<file path="config.mk">
export PLATFORM = sky130hd
export DESIGN_NAME = cwr_sqrt_cell
export DESIGN_NICKNAME = d
export VERILOG_FILES = /design/src/rtl/cwr_pkg.sv /design/src/rtl/cwr_sqrt_cell.sv
export SDC_FILE = /design/constraint.sdc
export NUM_CORES = 1
export LEC_CHECK = 0
export BUFFER_PORTS_ARGS = -buffer_cell sky130_fd_sc_hd__buf_2
export CAP_MARGIN = 20
export CORE_AREA = 5 5 337 339
export DETAILED_ROUTE_END_ITERATION = 6
export DIE_AREA = 0 0 342 344
export PLACE_DENSITY = 0.3
export RECOVER_POWER = 100
export SLEW_MARGIN = 25
export SYNTH_ARGS = -nofsm -noshare
export SYNTH_HDL_FRONTEND = slang
export SYNTH_SLANG_ARGS = --single-unit
</file>
<file path="constraint.sdc">
create_clock -name clock -period 8.4 [get_ports clock]
set_input_delay 1.68 -clock clock [delete_from_list [all_inputs] [get_ports clock]]
set_output_delay 1.68 -clock clock [all_outputs]
set_load 0.02 [all_outputs]
</file>
<file path="src/rtl/cwr_pkg.sv">
// Shared types, constants and fixed-point helpers for the circle/wall
// collision response unit. No dependencies.
`timescale 1ns / 1ps

package cwr_pkg;

   localparam int Q_ONE       = 65536;
   localparam int SQRT_STEPS  = 32;
   localparam int DIV_STEPS   = 18;
   localparam int LATENCY     = 58;
   localparam logic [16:0] REST_RESET = 17'd39322;

   typedef enum logic [2:0] {
      CASE_OUTSIDE = 3'd0,
      CASE_LEFT    = 3'd1,
      CASE_RIGHT   = 3'd2,
      CASE_TOP     = 3'd3,
      CASE_BOTTOM  = 3'd4
   } case_type;

   typedef struct packed {
      logic signed [31:0] pos_x;
      logic signed [31:0] pos_y;
      logic signed [31:0] vel_x;
      logic signed [31:0] vel_y;
      logic [30:0]        circle_radius;
      logic signed [31:0] rect_left;
      logic signed [31:0] rect_top;
      logic [30:0]        rect_width;
      logic [30:0]        rect_height;
   } req_type;

   typedef struct packed {
      logic signed [31:0] new_pos_x;
      logic signed [31:0] new_pos_y;
      logic signed [31:0] new_vel_x;
      logic signed [31:0] new_vel_y;
      logic [2:0]         contact_case;
      logic               bounced;
   } rsp_type;

   typedef struct packed {
      logic signed [33:0] cx;
      logic signed [33:0] cy;
      logic               dx_neg;
      logic               dy_neg;
      logic [31:0]        ax;
      logic [31:0]        ay;
      logic               shift;
      logic signed [31:0] vx;
      logic signed [31:0] vy;
      logic [30:0]        radius;
      case_type           contact;
      logic signed [35:0] in_npx;
      logic signed [35:0] in_npy;
   } side_type;

   typedef struct packed {
      logic [63:0] rem;
      logic [63:0] root;
   } sqrt_type;

   typedef struct packed {
      logic [47:0] rem_x;
      logic [47:0] rem_y;
      logic [17:0] q_x;
      logic [17:0] q_y;
      logic [32:0] den;
   } div_type;

   function automatic logic signed [63:0] tdiv16(input logic signed [63:0] v);
      logic signed [63:0] mag;
      mag = v[63] ? -v : v;
      mag = mag >>> 16;
      return v[63] ? -mag : mag;
   endfunction

   function automatic logic signed [31:0] sat32(input logic signed [63:0] v);
      if (v > 64'sd2147483647) return 32'sh7fffffff;
      if (v < -64'sd2147483648) return 32'sh80000000;
      return v[31:0];
   endfunction

endpackage

</file>
<file path="src/rtl/cwr_sqrt_cell.sv">
// One digit step of the pipelined integer square root.
// Depends on cwr_pkg.
`timescale 1ns / 1ps

module cwr_sqrt_cell #(
   parameter int STEP = 0
) (
   input  logic              clock,
   input  logic              reset,
   input  logic              valid_in,
   input  cwr_pkg::sqrt_type data_in,
   input  cwr_pkg::side_type side_in,
   output logic              valid_out,
   output cwr_pkg::sqrt_type data_out,
   output cwr_pkg::side_type side_out
);
   import cwr_pkg::*;

   localparam logic [63:0] BIT = 64'd1 << (62 - 2 * STEP);

   logic        valid_ff;
   sqrt_type    data_ff, data_in_n;
   side_type    side_ff;
   logic [63:0] trial;

   always_comb begin
      trial = data_in.root + BIT;
      if (data_in.rem >= trial) begin
         data_in_n.rem  = data_in.rem - trial;
         data_in_n.root = (data_in.root >> 1) + BIT;
      end else begin
         data_in_n.rem  = data_in.rem;
         data_in_n.root = data_in.root >> 1;
      end
   end

   always_ff @(posedge clock) begin
      if (reset) begin
         valid_ff <= 1'b0;
      end else begin
         valid_ff <= valid_in;
      end
   end

   always_ff @(posedge clock) begin
      data_ff <= data_in_n;
      side_ff <= side_in;
   end

   assign valid_out = valid_ff;
   assign data_out  = data_ff;
   assign side_out  = side_ff;
endmodule

</file>
* Word level (Yosys, flattened, before mapping) *
Index checks and enable logic that the tools add are counted.

word-level totals
  input port bits = 436
  logic and storage cells = 22
  flip-flop bits (word level) = 434

operators by class
  add/subtract/negate cells = 3
  muxes and demuxes = 1
  $lt $le $gt $ge = 1

operators by type and width
  kind                                            count
  two-way mux 128 bit                             1
  adder 63 x 63 -> 64 bit, second input constant  1
  adder 64 x 63 -> 64 bit, second input constant  1
  greater-or-equal comparator 64 bit              1
  subtractor 64 bit                               1

* Depth between registers and ports, before layout *
  word-level depth = 3
  gate-level depth with buffers = 16
  mapped depth without buffers = 13

* Worst setup path after synthesis *
No wires, ideal clock.

  kind = input to register
  start point = in data_in[64] (netlist name)
  end point = reg data_ff, in the netlist data_out[118]
  cell stages on the path = 13
  buffers on the path = 0
  data arrival time = 4.054 ns
  setup time = 0.116 ns
  slack = 4.230 ns
  path through = inv_1 -> ha_1 -> fa_1 -> nor2b_1 -> o221ai_1 -> a21oi_1 -> o21ai_1 -> a21bo_2 -> o31a_1 -> o31a_1 -> o31ai_2 -> xnor2_1 -> o21ai_2

RTL lines
  item                  RTL line             RTL
  from (decl)           cwr_sqrt_cell.sv:11  input cwr_pkg::sqrt_type data_in,
  to (signal assigned)  cwr_sqrt_cell.sv:46  data_ff <= data_in_n;
  to (decl)             cwr_sqrt_cell.sv:22  sqrt_type data_ff, data_in_n;

==> impl_metrics.csv <==
group,metric,value,unit
status,status,"finished with violations",
status,violations,"max-capacitance violations, max-slew violations",
setup_path,arrival,6470,ps
setup_path,critPathTopFamily,"simple AND/OR/NAND/NOR gates",
routing,drc,0,
timing,setup_violations,0,
grt,grt_pass1_vias,13611,
power_and_ir_drop,p_leak,8.93,nW
finish,fin_cells,3680,
setup_path,worst-path-buf-inv,3,
routing,drtPass1Iterations,5,
job,maxCapViolations,1,
setup_path,cpMostUsedCell,"a21oi_1",
yosys,syn_avg_cell_area,10.9,um^2
clock_tree,root_buffer,"clkbuf_16",
yosys,synth-seq-area-share,0.643,
clock_tree,cts_setup_buffers,0,
clock_tree,cts_sinks,434,
timing,relSlewSlack,-0.229,
setup_path,crit_chain,"clkbuf_1 > inv_1 > ha_1 > a211o_1 > a21oi_1 > nand4_1 > nand2_1 > o211ai_1 > o2111ai_1 > a21oi_1 > nor3b_1 > buf_4 > o21ai_0",
setup_path,max_stage_delay,1420,ps
yosys,netlist_instances,1237,
power_and_ir_drop,power.switching,1.79,mW
setup_path,critPathRequiredTime,8900,ps
power_and_ir_drop,seqPwrFrac,0.393,
clock_tree,cts-resized-gates,0,
setup_path,cp-end-kind,"flip-flop",
routing,drt.antenna.violating_nets,0,
clock_tree,cts_tree,"built",
routing,via_count,13127,
yosys,ys_ff_latch,434,
yosys,yosysMostFrequentCell,"dfxtp_1",
floorplan,die_h,344,um
routing,wire_per_inst,27.5,um
routing,drt_wl_total,101000,um
clock_tree,path_clk_slew,60,ps
timing,final.setup.tns,0,ps
placed_design,hpwl,89000,um
clock_tree,numCtsBuffers,57,
routing,viasPerCell,3.57,
yosys,async_reset_ff_frac,0,
floorplan,fp.dieW,342,um
power_and_ir_drop,p_clk_frac,0.438,
clock_tree,htreeDepth,2,
timing,timing.final.crit_share,0.710,
finish,multi_input_area,4310,um^2
power_and_ir_drop,irDropWorstVdd,0.142,mV
timing,min_period,5970,ps
setup_path,crit_fanout,43,
clock_tree,ctsHoldBuffers,0,
grt,antenna_found_initial,98,
grt,grt_pass1_wl,129000,um
clock_tree,clockBufferDepth,3,
timing,hold-worst-slack,1110,ps
finish,register_area,8690,um^2
power_and_ir_drop,p_int,4.01,mW
placed_design,gp_congestion,0.959,
setup_path,worst_setup_path_start_kind,"primary input",
yosys,yosys_warnings,0,
grt,track_usage,0.163,
floorplan,rows,122,
floorplan,dieArea,118000,um^2
timing,hold_viol,0,
yosys,netlist-cell-type-count,57,
power_and_ir_drop,cellPowerDensity,277,nW/um^2
grt,overflow,0,
floorplan,fp.coreArea,110000,um^2
placed_design,io_buffers,869,
power_and_ir_drop,p_sw_frac,0.309,
setup_path,crit_slowest_cell,"nor3b_1",
floorplan,start_util,0.123,
setup_path,worstSetupPathType,"primary input to flip-flop",
timing,tightestPinTransition,1840,ps
yosys,synth_common_cells,"434 x dfxtp_1, 125 x nand2_1, 105 x o21ai_0",
yosys,synth_edf_count,0,
timing,fmax,168,MHz
finish,final_nets,2625,
yosys,yosys_most_used_dff,"dfxtp_1",
finish,fillers,12486,
yosys,synth_top_area_frac,0.643,
routing,detail_route.iter0.violations,627,
yosys,synth.area.top_cells,"dfxtp_1 64%, ha_1 5.9%, o21ai_0 3.9%",
worst_hold_path,min_path_type,"primary input to flip-flop",
grt,grt_max_degree,71,
finish,area_growth_syn_to_layout,54.9,%
finish,drive_above_1_share,0.223,
placed_design,dp_cells,3553,
yosys,netlist.top_cell.by_area,"dfxtp_1",
timing,maxSlewViolCount,7,
yosys,syn-num-nets,1738,
power_and_ir_drop,combPwrFrac,0.169,
timing,rsz0062_at_grt,"false",
yosys,netlist_area,13500,um^2
floorplan,ios,870,
-- area by class of cell --
type,count,share of cell area
inverters,81,0.0145
multi-input cells,678,0.206
repair buffers,872,0.180
well taps,1488,0.0889
clock buffers,79,0.0774
clock inverters,26,0.0160
flip-flops and latches,434,0.415
diodes,22,0.00263
-- routing by layer --
metal,vias up,part of all wire,track usage
li1,5990,-,-
met4,62,0.040,0.0638
met5,-,0.0041,0
met1,6145,0.34,0.166
met3,193,0.15,0.105
met2,737,0.47,0.269
-- cells in the final DEF, fill, tap and decap left out, types with 22 or more instances in the layout --
cell / synthesis / final
clkbuf_1: 22 / 505
dfxtp_1: 434 / 434
buf_2: 18 / 377
nand2_1: 125 / 125
o21ai_0: 105 / 112
a21oi_1: 85 / 85
inv_1: 81 / 81
ha_1: 64 / 64
clkbuf_16: 0 / 58
xnor2_1: 39 / 39
nor2_1: 36 / 36
a21o_1: 29 / 29
nand4_1: 26 / 26
xor2_1: 25 / 25
diode_2: 0 / 22
-- sequential cells by signal (all words and copies together), names as in the netlist --
| name | cells |
|---|---|
| data_out | 128 |
| side_out | 305 |
| valid_out | 1 |
-- worst paths after layout --
kind                     from            to  cells after the start
setup / recovery   data_in[5]  data_out[80]                     13
hold / removal    side_in[21]  side_out[21]                      1
-- power by group through the flow --
stage	Sequential (mW)	Clock [mW]	Combinational, mW
6_report	2.28	2.54	0.981
5_1_grt	2.29	2.74	1.06
4_1_cts	2.28	2.67	1.06
3_5_place_dp	2.32	0	1.05
3_3_place_gp	2.32	0	1.06
2_1_floorplan	2.51	0	0.325
-- cell families after synthesis --
logic type | share of synthesized area
flops | 0.643
simple gates | 0.0846
fa+ha+maj | 0.0607
xor+xnor | 0.0415
buf+inv | 0.0372
mux | 0.000741
compound gates | 0.132
-- stage by stage --
stage	utilization	setup WS, ps	instance area, um^2	power [mW]
after global routing	0.190	2210	20900	6.09
final	0.190	2430	20900	5.80
after detailed placement	0.178	2960	19600	3.37
after CTS	0.196	3660	21500	6.01
after global placement	0.178	2960	19600	3.38
after floorplan	-	4230	13500	2.83
Note: power is estimated with default switching activity, not from simulation.
