## src/rtl/cwr_pkg.sv

```systemverilog
// Shared types, constants and fixed-point helpers for the circle/wall
// collision response unit. No dependencies.
`timescale 1ns / 1ps

package cwr_pkg;

   localparam int Q_ONE       = 65536;
   localparam int SQRT_STEPS  = 32;
   localparam int DIV_STEPS   = 18;
   localparam int LATENCY     = 58;
   localparam logic [16:0] REST_RESET = 17'd39322;

   typedef enum logic [2:0] {
      CASE_OUTSIDE = 3'd0,
      CASE_LEFT    = 3'd1,
      CASE_RIGHT   = 3'd2,
      CASE_TOP     = 3'd3,
      CASE_BOTTOM  = 3'd4
   } case_type;

   typedef struct packed {
      logic signed [31:0] pos_x;
      logic signed [31:0] pos_y;
      logic signed [31:0] vel_x;
      logic signed [31:0] vel_y;
      logic [30:0]        circle_radius;
      logic signed [31:0] rect_left;
      logic signed [31:0] rect_top;
      logic [30:0]        rect_width;
      logic [30:0]        rect_height;
   } req_type;

   typedef struct packed {
      logic signed [31:0] new_pos_x;
      logic signed [31:0] new_pos_y;
      logic signed [31:0] new_vel_x;
      logic signed [31:0] new_vel_y;
      logic [2:0]         contact_case;
      logic               bounced;
   } rsp_type;

   typedef struct packed {
      logic signed [33:0] cx;
      logic signed [33:0] cy;
      logic               dx_neg;
      logic               dy_neg;
      logic [31:0]        ax;
      logic [31:0]        ay;
      logic               shift;
      logic signed [31:0] vx;
      logic signed [31:0] vy;
      logic [30:0]        radius;
      case_type           contact;
      logic signed [35:0] in_npx;
      logic signed [35:0] in_npy;
   } side_type;

   typedef struct packed {
      logic [63:0] rem;
      logic [63:0] root;
   } sqrt_type;

   typedef struct packed {
      logic [47:0] rem_x;
      logic [47:0] rem_y;
      logic [17:0] q_x;
      logic [17:0] q_y;
      logic [32:0] den;
   } div_type;

   function automatic logic signed [63:0] tdiv16(input logic signed [63:0] v);
      logic signed [63:0] mag;
      mag = v[63] ? -v : v;
      mag = mag >>> 16;
      return v[63] ? -mag : mag;
   endfunction

   function automatic logic signed [31:0] sat32(input logic signed [63:0] v);
      if (v > 64'sd2147483647) return 32'sh7fffffff;
      if (v < -64'sd2147483648) return 32'sh80000000;
      return v[31:0];
   endfunction

endpackage

```

## src/rtl/cwr_div_cell.sv

```systemverilog
// One quotient bit of the two pipelined normal divisions (x and y).
// Depends on cwr_pkg.
`timescale 1ns / 1ps

module cwr_div_cell #(
   parameter int STEP = 0
) (
   input  logic              clock,
   input  logic              reset,
   input  logic              valid_in,
   input  cwr_pkg::div_type  data_in,
   input  cwr_pkg::side_type side_in,
   output logic              valid_out,
   output cwr_pkg::div_type  data_out,
   output cwr_pkg::side_type side_out
);
   import cwr_pkg::*;

   localparam logic [17:0] QBIT = 18'd1 << STEP;

   logic        valid_ff;
   div_type     data_ff, data_in_n;
   side_type    side_ff;
   logic [50:0] shifted, ext_x, ext_y;

   always_comb begin
      shifted   = 51'(data_in.den) << STEP;
      ext_x     = 51'(data_in.rem_x);
      ext_y     = 51'(data_in.rem_y);
      data_in_n = data_in;
      if (ext_x >= shifted) begin
         data_in_n.rem_x = 48'(ext_x - shifted);
         data_in_n.q_x   = data_in.q_x | QBIT;
      end
      if (ext_y >= shifted) begin
         data_in_n.rem_y = 48'(ext_y - shifted);
         data_in_n.q_y   = data_in.q_y | QBIT;
      end
   end

   always_ff @(posedge clock) begin
      if (reset) begin
         valid_ff <= 1'b0;
      end else begin
         valid_ff <= valid_in;
      end
   end

   always_ff @(posedge clock) begin
      data_ff <= data_in_n;
      side_ff <= side_in;
   end

   assign valid_out = valid_ff;
   assign data_out  = data_ff;
   assign side_out  = side_ff;
endmodule

```

## config.mk

```make
export PLATFORM = sky130hd
export DESIGN_NAME = cwr_div_cell
export DESIGN_NICKNAME = d
export VERILOG_FILES = /design/src/rtl/cwr_pkg.sv /design/src/rtl/cwr_div_cell.sv
export SDC_FILE = /design/constraint.sdc
export NUM_CORES = 1
export LEC_CHECK = 0
export ABC_AREA = 1
export BUFFER_PORTS_ARGS = -buffer_cell sky130_fd_sc_hd__buf_2
export CELL_PAD_IN_SITES_DETAIL_PLACEMENT = 0
export CELL_PAD_IN_SITES_GLOBAL_PLACEMENT = 1
export CORE_AREA = 2 2 372 374
export CTS_BUF_LIST = sky130_fd_sc_hd__clkbuf_8
export CTS_CLUSTER_SIZE = 12
export DETAILED_ROUTE_END_ITERATION = 6
export DIE_AREA = 0 0 374 376
export GPL_TIMING_DRIVEN = 0
export PLACE_DENSITY = 0.39
export SYNTH_ARGS = -nofsm -noshare
export SYNTH_HDL_FRONTEND = slang
export SYNTH_SLANG_ARGS = --single-unit
```

## constraint.sdc

```tcl
create_clock -name clock -period 2.66 [get_ports clock]
set_input_delay 0.266 -clock clock [delete_from_list [all_inputs] [get_ports clock]]
set_output_delay 0.266 -clock clock [all_outputs]
set_load 0.005 [all_outputs]
```

# Word level (Yosys, flattened, before mapping)
# Index checks and enable logic that the tools add are counted.
[word_totals] regBits=471 inputBits=473 word_cells=27
[classes] add_sub_neg=2 order_cmp=2 muxes=2
[op_table] cell=">= comparator 48 x 33 -> 1 bit" n=2
[op_table] cell="2-to-1 mux 48 bit" n=2
[op_table] cell="subtractor 48 x 33 -> 48 bit" n=2

# Longest topological paths before layout
# Gate-level depths: netlist (run 1).
[logic_depth] word_depth=2 depth_mapped=16 ltp_nobuf=16

# Worst setup path before layout (run 1)
# OpenSTA, ideal clock, no wires.
[synth_path] kind="input port to flip-flop" startpoint="in data_in[69] (netlist bit)" endpoint="reg data_ff, in the netlist data_out[81]" setup_time_ns=0.112 arrival_ns=1.908 required_ns=2.548 path_slack_ns=0.640 cell_stages=16 n_path_buf=1 cell_sequence="inv_1 > ha_1 > fa_1 > inv_1 > nand2_1 > nand2_1 > nand3_1 > nand2_1 > nand2_1 > nand3_1 > nand2_2 > nand3_4 > inv_2 > buf_6 > nand2_1 > nand2_1"
[synth_rtl] item="start, declared" line="cwr_div_cell.sv:11" rtl="input cwr_pkg::div_type data_in,"
[synth_rtl] item="end signal, assigned" line="cwr_div_cell.sv:50" rtl="data_ff <= data_in_n;"
[synth_rtl] item="end, declared" line="cwr_div_cell.sv:22" rtl="div_type data_ff, data_in_n;"

==> results.yml, run 1 <==
synth:
  yosys.area_share.simple_pct: 28.2
  synth_mux_area_share_pct: 0
  synth_compound_area_share_pct: 2.67
  synth_seq_cells: 471
  syn_inst: 2312
  synth_xor_xnor_area_share_pct: 2.25
  avgSynthCellArea_um2: 7.74
  yosys.area_share.adder_pct: 4.84
  synth.distinct_cells: 34
  synth_seq_area_share_pct: 52.7
  syn-cell-area_um2: 17900
  synth_fp_nets: 2853
  synth_warnings: 0
  synth_top_family_by_area: "simple AND/OR/NAND/NOR gates"
setup_path:
  required_ns: 3.30
  crit_path_end_kind: "flop"
  critical_path_arrival_ns: 3.29
  critPathKind: "in2reg"
  cp_max_fo: 8
  critPathLaunchType: "primary input"
route:
  final_antenna_net_count: 0
  dr.pass1.iters: 5
  detail_route.wl_per_cell_um: 26.9
  vias: 20800
  wl_um: 156000
  viasPerCell: 3.59
  first_iter_violations: 903
  drc: 0
placed_design:
  io_buffers: 943
  placed_cells: 5049
  dp_hpwl_um: 136000
  pre_cts_slack_ns: -0.728
  gp_congestion: 0.921
cts:
  cts_root_buffer: "clkbuf_8"
  cts_tree: "built"
  htreeDepth: 3
  cts_inserted_buffers: 97
  clock_sinks: 471
  path_clk_slew_ns: 0.06
  clockBufferDepth: 3
timing:
  grt_setup_unrepaired: "false"
  max_slew.worst_pin.slew_ns: 0.552
  drv_slew: 0
  period_needed_ns: 2.65
  hold_slack_ns: -0.319
  hold_viol_final: 1
  fmax_ghz: 0.378
  worst_slack_ns: 0.0125
  final-setup-viol-count: 0
  relSlewSlack_pct: 62.9
  post-route-period-util_pct: 99.5
floorplanning:
  die_w_um: 374
  rows: 136
  start_util_pct: 13.1
  die_height_um: 376
  die_area_um2: 141000
  core_area_um2: 137000
  pin_count: 944
layout:
  instances_no_fill: 5780
  area_growth_pct: 81.0
  multi_input_area_um2: 6820
  seqCellArea_um2: 9430
  nets: 4423
  drive_above_1_share_pct: 29.6
  utilization_pct: 23.7
  fill_cells: 15500
global_route:
  grt_pass1_wl_um: 201000
  antenna_found_initial: 94
  grt_start_max_net_pins: 16
  globalRouteMet1Util_pct: 26.4
  gr-total-overflow: 0
  met3_usage_pct: 9.92
  grt_usage_pct: 21.6
  grt.met2_usage_pct: 34.4
  grt.busiest_layer: "met2"
  grt_pass1_vias: 21500
min_path:
  hold_class: "in2reg"
outcome:
  violations: "negative hold slack"
  status: "finished with violations"
flow_run:
  maxCapViolations: 0
power_and_ir_drop:
  ir_drop_v: 0.000336
  p_per_area_nw_per_um2: 635
  leakagePower_nw: 16.6
[power breakdown]
group / leakage (nW) / internal (mW) / switching, mW / total (mW)
registers: 3.97 / 7.61 / 0.190 / 7.80
logic: 11.5 / 1.63 / 2.56 / 4.18
clock network: 1.18 / 4.83 / 3.78 / 8.61
total: 16.6 / 14.1 / 6.52 / 20.6
[layout by cell type (no fill, tap or decap), types with 4 or more instances in the layout]
cell           count
inv_1            419
nand4_1           66
dfxtp_1          471
dlygate4sd3_1    524
buf_2            951
nand3b_1           6
bufinv_16          6
inv_2              7
nand2_1          808
nor2_4             5
clkinv_2          15
buf_6              6
nand3_1          116
nor3_1             7
and2_1             5
a21oi_2           16
clkbuf_1           5
o21ai_0            6
buf_4              7
nor2_1           175
clkinvlp_4         4
clkbuf_8         125
a21oi_1           56
ha_1              66
nor2_2             9
diode_2           28
xor2_1            44
[sequential cells by signal, summed over array words and instances, names as in the netlist]
name       cells
side_out     305
data_out     165
valid_out      1
[logic make-up after synthesis]
| logic type | count (synthesis) |
|---|---|
| AND/OR/NAND/NOR | 1215 |
| XOR/XNOR | 46 |
| adder cells (fa/ha/maj) | 68 |
| AO/OA/AOI/OAI | 82 |
| flip-flops | 471 |
| buffers and inverters | 430 |
[per-stage QoR]
step	power, mW	area [µm²]	TNS, ns
CTS	21.1	32200	0
detailed placement	11.5	24900	-47.75
global placement	11.5	24900	-47.74
finish	20.6	32400	0
global route	21.7	32400	0
floorplan	9.17	17900	0
[per-layer routing]
| metal | part of all wire, % | vias up |
|---|---|---|
| met5 | 0.066 | - |
| met4 | 2.2 | 14 |
| met3 | 11 | 214 |
| met2 | 44 | 812 |
| met1 | 43 | 9482 |
| li1 | - | 10200 |
[what timing repair did]
action                     CTS  global route
setup endpoints to repair    0            80
hold buffers               519             5
buffers inserted             0             4
gates resized for setup      0             8
hold endpoints to repair   471             6
[synthesized netlist by cell type (all sizes together)]
library cell	count	share of area (%)
nor4	3	0.10
dfxtp	471	53
nand3b	6	0.25
nand2	813	17
nand4	66	2.3
nor3	10	0.36
xor2	44	2.2
a21oi	72	2.3
ha	66	4.6
xnor2	2	0.098
fa	2	0.22
nand3	119	3.5
clkbuf	5	0.10
o21ai	10	0.34
and2	5	0.17
nor2	189	4.2
or2	4	0.14
buf	19	0.79
inv	406	8.5
[critical path: stages]
cell	delay (ns)
dlygate4sd3_1	0.59
buf_2	0.17
ha_1	0.37
or2_1	0.25
nand3_1	0.09
nand2_1	0.17
nand2_1	0.14
nand3_1	0.18
nand2_4	0.22
nand3_4	0.19
buf_4	0.20
o21ai_1	0.44
[layout make-up]
type	count	share of cell area (%)
inverters	406	4.70
flip-flops and latches	471	29.1
well taps	1794	6.93
repair buffers	1471	30.9
multi-input cells	1411	21.0
diodes	28	0.216
plain buffers	24	0.494
clock inverters	50	1.35
clock buffers	125	5.31
[final timing paths]
check        start           end  slack [ns]  depth (start not counted)
min    data_in[75]  data_out[75]       -0.32                          3
max    data_in[72]  data_out[70]        0.01                         12
No activity file was read; power rests on OpenSTA's default activity.
==> inputs of run 2 (changes only) <==
--- a/config.mk
+++ b/config.mk
@@ -6,7 +6,7 @@
 export NUM_CORES = 1
 export LEC_CHECK = 0
 export ABC_AREA = 1
-export BUFFER_PORTS_ARGS = -buffer_cell sky130_fd_sc_hd__buf_2
+export BUFFER_PORTS_ARGS = -buffer_cell sky130_fd_sc_hd__buf_4
 export CELL_PAD_IN_SITES_DETAIL_PLACEMENT = 0
 export CELL_PAD_IN_SITES_GLOBAL_PLACEMENT = 1
 export CORE_AREA = 2 2 372 374
==> run 2 against run 1 <==
Against the previous run:
- the flow still finishes with violations (negative hold slack)
- global-route usage up 0.097 points
- routed wire length up 0.58%
- clock power down 2%
- non-clock buffer count down 7
- first-iteration DRC count up 2.8%
- power up 1.7%
- final area up 6.8%
- die area unchanged
- combinational power up 12%
- worst setup slack better by 0.082 ns
- largest power group unchanged
- highest routed layer unchanged
==> results.yml, run 2 (same netlist as run 1, synthesis figures left out) <==
outcome:
  status: "finished with violations"
  violations: "negative hold slack"
cts:
  path_clk_slew_ns: 0.06
  cts_inserted_buffers: 97
  clock_sinks: 471
  cts_root_buffer: "clkbuf_8"
  cts_tree: "built"
  htreeDepth: 3
  clockBufferDepth: 3
floorplanning:
  die_height_um: 376
  rows: 136
  pin_count: 944
  core_area_um2: 137000
  start_util_pct: 13.1
  die_area_um2: 141000
  die_w_um: 374
placed_design:
  pre_cts_slack_ns: -0.671
  placed_cell_area_um2: 27200
  dp_hpwl_um: 137000
  placed_cells: 5049
  gp_congestion: 0.913
  io_buffers: 943
timing:
  grt_setup_unrepaired: "true"
  final-setup-viol-count: 0
  hold_slack_ns: -0.336
  drv_slew: 0
  max_slew.worst_pin.slew_ns: 0.496
  period_needed_ns: 2.57
  relSlewSlack_pct: 66.9
  post-route-period-util_pct: 96.4
  fin_setup_tns_ns: 0
  hold_viol_final: 3
  worst_slack_ns: 0.0948
  fmax_ghz: 0.390
setup_path:
  critical_path_arrival_ns: 3.24
  required_ns: 3.34
  critPathLaunchType: "primary input"
  crit_path_end_kind: "flop"
  cp_max_fo: 7
  critPathKind: "in2reg"
layout:
  nets: 4416
  largest_reg_flops: 305
  final_common_cell: "buf_4"
  area_growth_pct: 93.3
  post-route-cell-area_um2: 34600
  drive_above_1_share_pct: 29.5
  instances_no_fill: 5764
  layout_common_cells: "buf_4 (950), nand2_1 (806), dlygate4sd3_1 (517)"
min_path:
  hold_class: "in2reg"
  whs_path_depth: 3
flow_run:
  maxCapViolations: 0
power_and_ir_drop:
  finalPower_mw: 20.9
  p_per_area_nw_per_um2: 605
  ir_drop_v: 0.000294
  leakagePower_nw: 17.4
global_route:
  antenna_found_initial: 79
  grt_pass1_vias: 21300
  grt_start_max_net_pins: 16
  gr-total-overflow: 0
  grt_pass1_wl_um: 201000
  grt_usage_pct: 21.7
route:
  wl_um: 157000
  drc: 0
  vias: 20700
  dr.pass1.iters: 5
  detail_route.wl_per_cell_um: 27.2
  final_antenna_net_count: 0
  first_iter_violations: 928
  viasPerCell: 3.59
run 2: changes by cell type in the layout (fill, tap and decap cells not counted), sizes merged:
cell         before  now
clkbuf          130  124
clkinvlp          4    1
clkinv           17   14
diode            28   21
dlygate4sd3     524  517
inv             429  439
run 2: worst paths after layout:
check,startpoint,endpoint,slack [ns]
hold / removal,data_in[75],data_out[75],-0.34
setup / recovery,data_in[134],data_out[117],0.09
run 2: power breakdown:
group | internal (mW) | switching, mW | leakage (nW)
registers | 7.62 | 0.202 | 3.97
logic | 2.10 | 2.59 | 12.2
clock network | 4.65 | 3.79 | 1.18
run 2: final cells by class:
type                       instances  area [µm²]
inverter                         406        1520
tap                             1794        2240
clock inverter                    54         449
antenna                           21        52.6
clock buffer                     119        1640
buffer                            24         164
sequential                       471        9430
multi-input combinational       1411        6830
timing repair buffer            1464       12300
fill                           15300      102000
run 2: repair_timing:
action                                  in CTS  in global routing
hold buffers                               510                  7
hold endpoints to repair                   471                 10
gates resized for setup                      0                 14
setup buffers                                0                  4
endpoints found under the setup margin       0                 69
run 2: worst max-delay path, stage by stage:
cell and delay (ns):
dlygate4sd3_1 0.58, buf_4 0.16, ha_1 0.37, nand2_1 0.15
nor2_1 0.28, nand2_1 0.15, inv_1 0.10, nand2_1 0.09
nor3_2 0.19, o21ai_4 0.19, nand4_1 0.11, dlygate4sd3_1 0.54
nand2_1 0.05
run 2: routing by layer:
layer	up-vias	wire length, µm	GRT usage [%]
met5	-	184	0
met1	9461	66800	26.7
met3	224	16300	9.53
met2	792	69200	34.2
met4	28	4240	6.01
li1	10200	-	-
run 2: through the flow:
stage	hold WS [ns]	utilization [%]
after global routing	-0.369	25.3
final	-0.336	25.3
after global placement	0.371	19.9
after floorplan	0.294	-
after CTS	-0.464	25.2
after detailed placement	0.372	19.9
